<file path="config.mk">
export PLATFORM = sky130hd
export DESIGN_NAME = fkc_row
export DESIGN_NICKNAME = d
export VERILOG_FILES = /design/src/rtl/fkc_pkg.sv /design/src/rtl/fkc_cell.sv /design/src/rtl/fkc_row.sv
export SDC_FILE = /design/constraint.sdc
export NUM_CORES = 1
export LEC_CHECK = 0
export BUFFER_PORTS_ARGS = -buffer_cell sky130_fd_sc_hd__clkbuf_2
export CAP_MARGIN = 20
export CORE_MARGIN = 4
export CORE_UTILIZATION = 34
export CTS_BUF_LIST = sky130_fd_sc_hd__clkbuf_16
export CTS_CLUSTER_SIZE = 25
export DETAILED_ROUTE_END_ITERATION = 8
export SLEW_MARGIN = 20
export SYNTH_ARGS = -nofsm -noshare
export SYNTH_HDL_FRONTEND = slang
export SYNTH_HIERARCHICAL = 1
export SYNTH_SLANG_ARGS = --single-unit
export TNS_END_PERCENT = 1
</file>
<file path="constraint.sdc">
create_clock -name clock -period 9 [get_ports clock]
set_input_delay 0.9 -clock clock [delete_from_list [all_inputs] [get_ports clock]]
set_output_delay 0.9 -clock clock [all_outputs]
set_load 0.01 [all_outputs]
</file>
<file path="src/rtl/fkc_pkg.sv">
// fkc_pkg: shared constants, kernel weight table and types of the 5x5 fixed-kernel filter
package fkc_pkg;

   // default geometry limits
   localparam int DEF_MAX_WIDTH  = 1024;
   localparam int DEF_MAX_HEIGHT = 4096;

   // window and datapath widths
   localparam int TAPS      = 5;
   localparam int PIX_W     = 8;
   localparam int WGT_W     = 5;
   localparam int PROD_W    = 13;
   localparam int SUM_W     = 15;
   localparam int TAP_IDX_W = $clog2(TAPS*TAPS);

   // register file layout
   localparam int KS_W       = 2;
   localparam int FW_W       = 11;
   localparam int FH_W       = 13;
   localparam int CSR_IDX_W  = 2;
   localparam int CSR_DATA_W = 13;

   localparam logic [CSR_IDX_W-1:0] CSR_KERNEL_SEL   = 2'd0;
   localparam logic [CSR_IDX_W-1:0] CSR_FRAME_WIDTH  = 2'd1;
   localparam logic [CSR_IDX_W-1:0] CSR_FRAME_HEIGHT = 2'd2;

   localparam logic [KS_W-1:0] KS_RESET = 2'd0;
   localparam logic [FW_W-1:0] FW_RESET = 11'd1024;
   localparam logic [FH_W-1:0] FH_RESET = 13'd4096;

   // input word kinds
   localparam logic REQ_DRAIN = 1'b1;

   typedef logic signed [WGT_W-1:0] weight_type;
   typedef logic [TAPS-1:0]         tap_mask_type;

   // which window rows and columns fall inside the frame
   typedef struct packed {
      tap_mask_type rows;
      tap_mask_type cols;
   } win_mask_type;

   // control of one window row
   typedef struct packed {
      logic         shift;
      logic         calc;
      logic         sum_en;
      logic         keep_row;
      tap_mask_type keep_cols;
   } row_ctl_type;

   // weights, row-major, top row first, left column first
   localparam weight_type KERNEL_TAB [4][TAPS*TAPS] = '{
      // texture, horizontal
      '{ 5'sd1,  5'sd2,  5'sd0, -5'sd2,  -5'sd1,
         5'sd4,  5'sd8,  5'sd0, -5'sd8,  -5'sd4,
         5'sd6,  5'sd12, 5'sd0, -5'sd12, -5'sd6,
         5'sd4,  5'sd8,  5'sd0, -5'sd8,  -5'sd4,
         5'sd1,  5'sd2,  5'sd0, -5'sd2,  -5'sd1 },
      // texture, vertical
      '{ 5'sd1,  5'sd4,  5'sd6,   5'sd4,  5'sd1,
         5'sd2,  5'sd8,  5'sd12,  5'sd8,  5'sd2,
         5'sd0,  5'sd0,  5'sd0,   5'sd0,  5'sd0,
        -5'sd2, -5'sd8, -5'sd12, -5'sd8, -5'sd2,
        -5'sd1, -5'sd4, -5'sd6,  -5'sd4, -5'sd1 },
      // luminance, horizontal
      '{ 5'sd1,  5'sd1,  5'sd0,  5'sd1,  5'sd1,
         5'sd1,  5'sd2,  5'sd0,  5'sd2,  5'sd1,
         5'sd1,  5'sd2,  5'sd0,  5'sd2,  5'sd1,
         5'sd1,  5'sd2,  5'sd0,  5'sd2,  5'sd1,
         5'sd1,  5'sd1,  5'sd0,  5'sd1,  5'sd1 },
      // luminance, vertical
      '{ 5'sd1,  5'sd1,  5'sd1,  5'sd1,  5'sd1,
         5'sd1,  5'sd2,  5'sd2,  5'sd2,  5'sd1,
         5'sd0,  5'sd0,  5'sd0,  5'sd0,  5'sd0,
         5'sd1,  5'sd2,  5'sd2,  5'sd2,  5'sd1,
         5'sd1,  5'sd1,  5'sd1,  5'sd1,  5'sd1 }
   };

   // weight of one window position for the selected kernel
   function automatic weight_type kernel_weight(logic [KS_W-1:0] sel, int unsigned row,
                                                int unsigned col);
      return KERNEL_TAB[sel][TAP_IDX_W'(row*TAPS + col)];
   endfunction

endpackage

</file>
<file path="src/rtl/fkc_cell.sv">
// fkc_cell: one window position, holds a pixel, passes it left, forms its weighted product
module fkc_cell import fkc_pkg::*; (
   input  logic                     clock,
   input  logic                     shift,
   input  logic                     calc,
   input  logic                     keep,
   input  weight_type               weight,
   input  logic [PIX_W-1:0]         pix_in,
   output logic [PIX_W-1:0]         pix_out,
   output logic signed [PROD_W-1:0] product
);

   logic [PIX_W-1:0]            pix_ff;
   logic signed [PROD_W-1:0]    prod_ff;
   logic signed [PROD_W-1:0]    prod_in;
   logic signed [PIX_W+WGT_W:0] pix_ext;
   logic signed [PIX_W+WGT_W:0] wgt_ext;
   logic signed [PIX_W+WGT_W:0] full;

   // small constant-range product, zero outside the frame
   assign pix_ext = $signed({{(WGT_W+1){1'b0}}, pix_ff});
   assign wgt_ext = (PIX_W+WGT_W+1)'(weight);
   assign full    = pix_ext * wgt_ext;
   assign prod_in = keep ? $signed(full[PROD_W-1:0]) : '0;

   always_ff @(posedge clock) begin
      if (shift) begin
         pix_ff <= pix_in;
      end
      if (calc) begin
         prod_ff <= prod_in;
      end
   end

   assign pix_out = pix_ff;
   assign product = prod_ff;

endmodule

</file>
<file path="src/rtl/fkc_row.sv">
// fkc_row: one window row of chained cells and its registered row sum
module fkc_row import fkc_pkg::*; (
   input  logic                    clock,
   input  row_ctl_type             ctl,
   input  weight_type              weights [TAPS],
   input  logic [PIX_W-1:0]        pix_in,
   output logic signed [SUM_W-1:0] row_sum
);

   logic [PIX_W-1:0]         chain [1:TAPS];
   logic signed [PROD_W-1:0] prod  [TAPS];
   logic signed [SUM_W-1:0]  sum_ff;
   logic signed [SUM_W-1:0]  sum_in;

   assign chain[TAPS] = pix_in;

   // newest column enters at the right and moves left one cell per word
   for (genvar j = 0; j < TAPS; j++) begin : g_cell
      if (j == 0) begin : g_end
         fkc_cell u_cell (
            .clock   (clock),
            .shift   (ctl.shift),
            .calc    (ctl.calc),
            .keep    (ctl.keep_row & ctl.keep_cols[j]),
            .weight  (weights[j]),
            .pix_in  (chain[j+1]),
            .pix_out (),
            .product (prod[j])
         );
      end else begin : g_mid
         fkc_cell u_cell (
            .clock   (clock),
            .shift   (ctl.shift),
            .calc    (ctl.calc),
            .keep    (ctl.keep_row & ctl.keep_cols[j]),
            .weight  (weights[j]),
            .pix_in  (chain[j+1]),
            .pix_out (chain[j]),
            .product (prod[j])
         );
      end
   end

   // row sum of the five products
   always_comb begin
      sum_in = '0;
      for (int j = 0; j < TAPS; j++) begin
         sum_in = sum_in + SUM_W'(prod[j]);
      end
   end

   always_ff @(posedge clock) begin
      if (ctl.sum_en) begin
         sum_ff <= sum_in;
      end
   end

   assign row_sum = sum_ff;

endmodule

</file>
; ---- After elaboration in Yosys (flattened, before gate mapping)
; Index checks and enable logic that the tools add are counted.
; W data, S select, Z words.
[totals]
register_bits = 120
latchBits = 0
ram_bits = 0
romBits = 0
in_bits = 43
output_inout_bits = 15
word_cells = 25
mem_count = 0
[classes]
n_addsub = 4
n_mul = 5
div = 0
magnitude_cmp = 0
eq_ne = 0
shifts = 0
mux = 0
bitwise = 5
n_reduce_logical = 0
[op_table]
columns = cell, n
row1 = $mul A9 B5 Y13, 5
row2 = $add A15 B13 Y15, 2
row3 = $add A14 B13 Y15, 1
row4 = $add A13 B13 Y14, 1
row5 = $and A1 B1 Y1, 5

; ---- Depth between registers and ports, before layout
[logic_depth]
depth_word = 4
ltp_mapped = 13
depth_no_buf = 13

; ---- By module
; Netlist, hierarchy kept.
[by_module_without_submodules]
columns = module, n_inst, cells_per_inst, area_each_um2, seq_area_each_um2
row1 = fkc_cell (g_cell[0].g_end.u_cell ...), 4, 193, 2016.9, 630.6
row2 = fkc_row, 1, 266, 2407.3, 450.4
row3 = fkc_cell (g_cell[4].g_mid.u_cell), 1, 194, 2019.4, 630.6

; ---- Worst setup path before layout
; OpenSTA, ideal clock, no wires.
[synth_timing]
path_kind = input to register
from = input weights[9] (netlist name)
to = register g_cell[3].g_mid.u_cell.prod_ff[12] (data pin)
setup_ns = 0.255
arrival_time_ns = 3.931
t_required_ns = 8.745
setup_slack_ns = 4.814
stages = 13
n_path_buf = 0
cell_sequence = nand2b_1 > fa_1 > inv_1 > fa_1 > inv_1 > fa_1 > inv_1 > ha_1 > a21o_1 > a21oi_1 > o21ai_0 > or3_1 > and3_1
[synth_between]
elab_chain_cells = 1
[synth_rtl]
columns = element, line_no
row1 = from (decl), fkc_row.sv:5  ; input weight_type weights [TAPS],
row2 = $mul A9 B5 Y13, fkc_cell.sv:23  ; assign full = pix_ext * wgt_ext;
row3 = to (signal assigned), fkc_cell.sv:31  ; prod_ff <= prod_in;
row4 = to (decl), fkc_cell.sv:14  ; logic signed [PROD_W-1:0] prod_ff;
; No other way between the ends.
; A chain may end at the register's enable or synchronous reset.

; ---- Worst setup path after layout
; Same ends and word-level chain as after synthesis.

==> results.cfg <==
[floorplan]
die_w_microns = 200
start_util_pct = 34.8
row_count = 69
io_pins = 58
fp.dieArea_sq_um = 39900
fp.dieH_microns = 200
core_area_sq_um = 35900

[routing]
routedWlPerCell_microns = 13.9
antenna_left = 0
viasPerCell = 4.57
vias = 8127
first_pass_iters = 4
remaining_drc_errors = 0
wl_microns = 24700
drt_iter0_markers = 358

[yosys]
synth_area_sq_um = 12500
synth_common_cells = 304 x inv_1, 162 x and2_1, 145 x ha_1, 135 x fa_1, 120 x edfxtp_1
synthCells = 1232
synth.area.top_cells = edfxtp_1 29%, fa_1 22%, ha_1 15%, inv_1 9.1%, and2_1 8.1%
async_reset_ff_share_pct = 0
synthesis.nets = 1555
avgSynthCellArea_sq_um = 10.1
synth_seq_area_share_pct = 28.8
netlist.top_cell.by_area = edfxtp_1
synth-main-ff-cell = edfxtp_1
synth_edf_count = 120
synthMostInstantiatedCell = inv_1
yosysTopAreaCellShare_pct = 28.8
synth_cell_types = 41
ys_ff_latch = 120
yosysWarnings = 6

[worst_setup_path]
r2r-end = g_cell[3].g_mid.u_cell/product[12]
r2r-start = g_cell[3].g_mid.u_cell/pix_out[4]
cpMaxStageDelayCell = fa_1
cp_max_fo = 10
startpoint_type = input pin
crit_start = weights[9]
path_cells = clkbuf_2 -> nand2b_1 -> fa_1 -> inv_1 -> fa_1 -> inv_1 -> fa_1 -> inv_1 -> ha_1 -> a21o_1 -> a21oi_1 -> o21ai_0 -> or3_1 -> and3_1
critical_path_buf_inv_count = 4
arrival_ns = 4.36
critical-path-top-delay-family = adder cells
worstSetupPathType = in -> reg
max_stage_delay_ns = 0.54
cp_data_required_time_ns = 9.18
reg2reg_slack_ns = 4.93
cp.depth = 14
rr_worst_depth = 13
cp-end-kind = flop
crit_end = g_cell[3].g_mid.u_cell/product[12]

[power]
clockPowerShare_pct = 21.6
combPwrFrac_pct = 53.9
ir_worst_vdd_mv = 0.164
p_leak_nw = 6.86
power_frac_seq_pct = 24.4
intPower_mw = 2.01
switchingPower_mw = 1.32
power_density_nw_per_um2 = 238
swShare_pct = 39.7

[clock_tree]
clk_pin_slew_ns = 0.06
root_buffer = clkbuf_16
cts_hold_buf = 0
cts.path.max_buffers = 2
cts_setup_buffers = 0
cts_tree = built
ctsResizeCount = 0
h-tree-depth = 4
cts_buffers = 17
clock-sinks = 120
clk_latency_ns = 0.42

[global_routing]
grt_remaining_overflow = 0
grtUsageTotal_pct = 13.4
grt_first_pass_wirelength_microns = 43100
grt_start_max_net_pins = 66
grt_pass1_vias = 8662
antenna_found_initial = 0

[layout]
diodes = 0
final_layout_size_suffix_gt1_share_pct = 8.05
fillers = 3556
syn2layout_area_growth_pct = 11.8
nets = 1627
fin_util_pct = 38.9

[sta]
final_max_slew_viol_count = 0
fmax_mhz = 239
hold_viol = 0
finalCriticalPeriod_ns = 4.18
fin_crit_sh_pct = 46.5
tightestPinTransition_ns = 1.07
rsz0062_at_grt = no
setup_tns_ns = 0
finClkSkew_ns = 0.00867
relSlewSlack_pct = 28.5
setup_violations = 0

[min_path]
hp-class = reg -> reg
min_path_cells = 0

[outcome]
outcome = finished, final reports clean

[run]
drv_cap = 0

[placement]
globalplace.congestion = 0.826
dp_hpwl_microns = 20600
port_buffers = 57
[flip-flops by register name, indices dropped and copies added (netlist names)]
name and flops:
g_cell.g_end.u_cell/pix_out 8, row_sum 15, g_cell.g_mid.u_cell/product 52, g_cell.g_mid.u_cell/pix_out 32
g_cell.g_end.u_cell/product 13
[placed cells by master (no fill, tap or decap), drive strengths merged]
cell,synthesis,final
a211o,6,6
a21boi,2,2
a21o,14,14
a21oi,40,40
a221oi,2,2
a311oi,2,2
a31oi,3,3
and2,162,162
and3,17,17
buf,0,1
bufinv,0,4
clkbuf,5,74
clkinv,0,4
clkinvlp,0,4
edfxtp,120,120
fa,135,135
ha,145,145
inv,304,306
mux2,1,1
nand2,73,73
nand2b,22,22
nand3,9,9
nand3b,5,5
nand4,1,1
nor2,15,15
nor2b,23,23
nor3,8,8
o2111a,5,5
o2111ai,1,1
o211a,1,1
o211ai,6,6
o21a,14,14
o21ai,34,34
o22ai,4,4
o41ai,1,1
or3,9,9
or4,2,2
xnor2,29,29
xor2,12,12
[worst min path at each step]
| stage | start | endpoint | slack (ns) |
|---|---|---|---|
| finish | g_cell[4].g_mid.u_cell/pix_out[5] | g_cell[3].g_mid.u_cell/pix_out[5] | 0.56 |
| global route | g_cell[4].g_mid.u_cell/pix_out[4] | g_cell[3].g_mid.u_cell/pix_out[4] | 0.59 |
| CTS | g_cell[4].g_mid.u_cell/pix_out[1] | g_cell[3].g_mid.u_cell/pix_out[1] | 0.58 |
| detailed placement | g_cell[4].g_mid.u_cell/pix_out[5] | g_cell[3].g_mid.u_cell/pix_out[5] | 0.55 |
| global placement | g_cell[4].g_mid.u_cell/pix_out[4] | g_cell[3].g_mid.u_cell/pix_out[4] | 0.54 |
| floorplan | g_cell[1].g_mid.u_cell/pix_out[4] | g_cell[0].g_end.u_cell/pix_out[4] | 0.48 |
[logic make-up (layout without fill, tap and decap cells)]
family	count (synthesis)	after routing	share of synthesized area [%]
DFF	120	120	28.8
and+or+nand+nor	346	346	15.5
adders and majority gates	280	280	36.2
AOI/OAI and AO/OA	135	135	7.24
muxes	1	1	0.0901
buffers and inverters	309	393	9.28
xor gates and xnor gates	41	41	2.87
[area by class of cell]
cell class / instances / area, sq um / area share, %
multi-input cells: 803 / 7730 / 55.3
flip-flops and latches: 120 / 3600 / 25.8
inverters: 304 / 1140 / 8.17
well taps: 461 / 577 / 4.13
clock buffers: 17 / 425 / 3.05
repair buffers: 58 / 293 / 2.10
clock inverters: 14 / 199 / 1.42
[stage by stage]
stage	setup slack (ns)	cells	hold slack, ns	power [mW]	area [sq um]
2_1_floorplan	4.81	1232	0.476	2.21	12500
3_3_place_gp	4.44	1746	0.539	2.60	13300
3_5_place_dp	4.36	1746	0.555	2.63	13300
4_1_cts	4.80	1777	0.575	3.37	14000
5_1_grt	4.61	1777	0.594	3.68	14000
6_report	4.82	1777	0.565	3.32	14000
[worst reg2reg max path, cell delays in order (launching register included)]
cell and delay [ns]:
edfxtp_1 0.51, nand2b_1 0.22, fa_1 0.54, inv_1 0.05, fa_1 0.53, inv_1 0.05, fa_1 0.53, inv_1 0.04
ha_1 0.35, a21o_1 0.19, a21oi_1 0.17, o21ai_0 0.13, or3_1 0.34, and3_1 0.18
[metal layers]
layer  vias up  global-route usage, %  share of wire [%]
met3        22                   2.71                3.4
met4         0                   2.89                1.3
met1      3948                   17.5                 47
met2        98                   23.1                 48
met5         -                      0                  0
li1       4059                      -                  -
[power by group through the flow]
stage | Clock [mW] | Combinational, mW | Sequential (mW)
2_1_floorplan | 0 | 1.38 | 0.823
3_3_place_gp | 0 | 1.78 | 0.828
3_5_place_dp | 0 | 1.80 | 0.828
4_1_cts | 0.734 | 1.82 | 0.817
5_1_grt | 0.764 | 2.10 | 0.825
6_report | 0.719 | 1.79 | 0.813
Note: power is estimated with default switching activity, not from simulation.
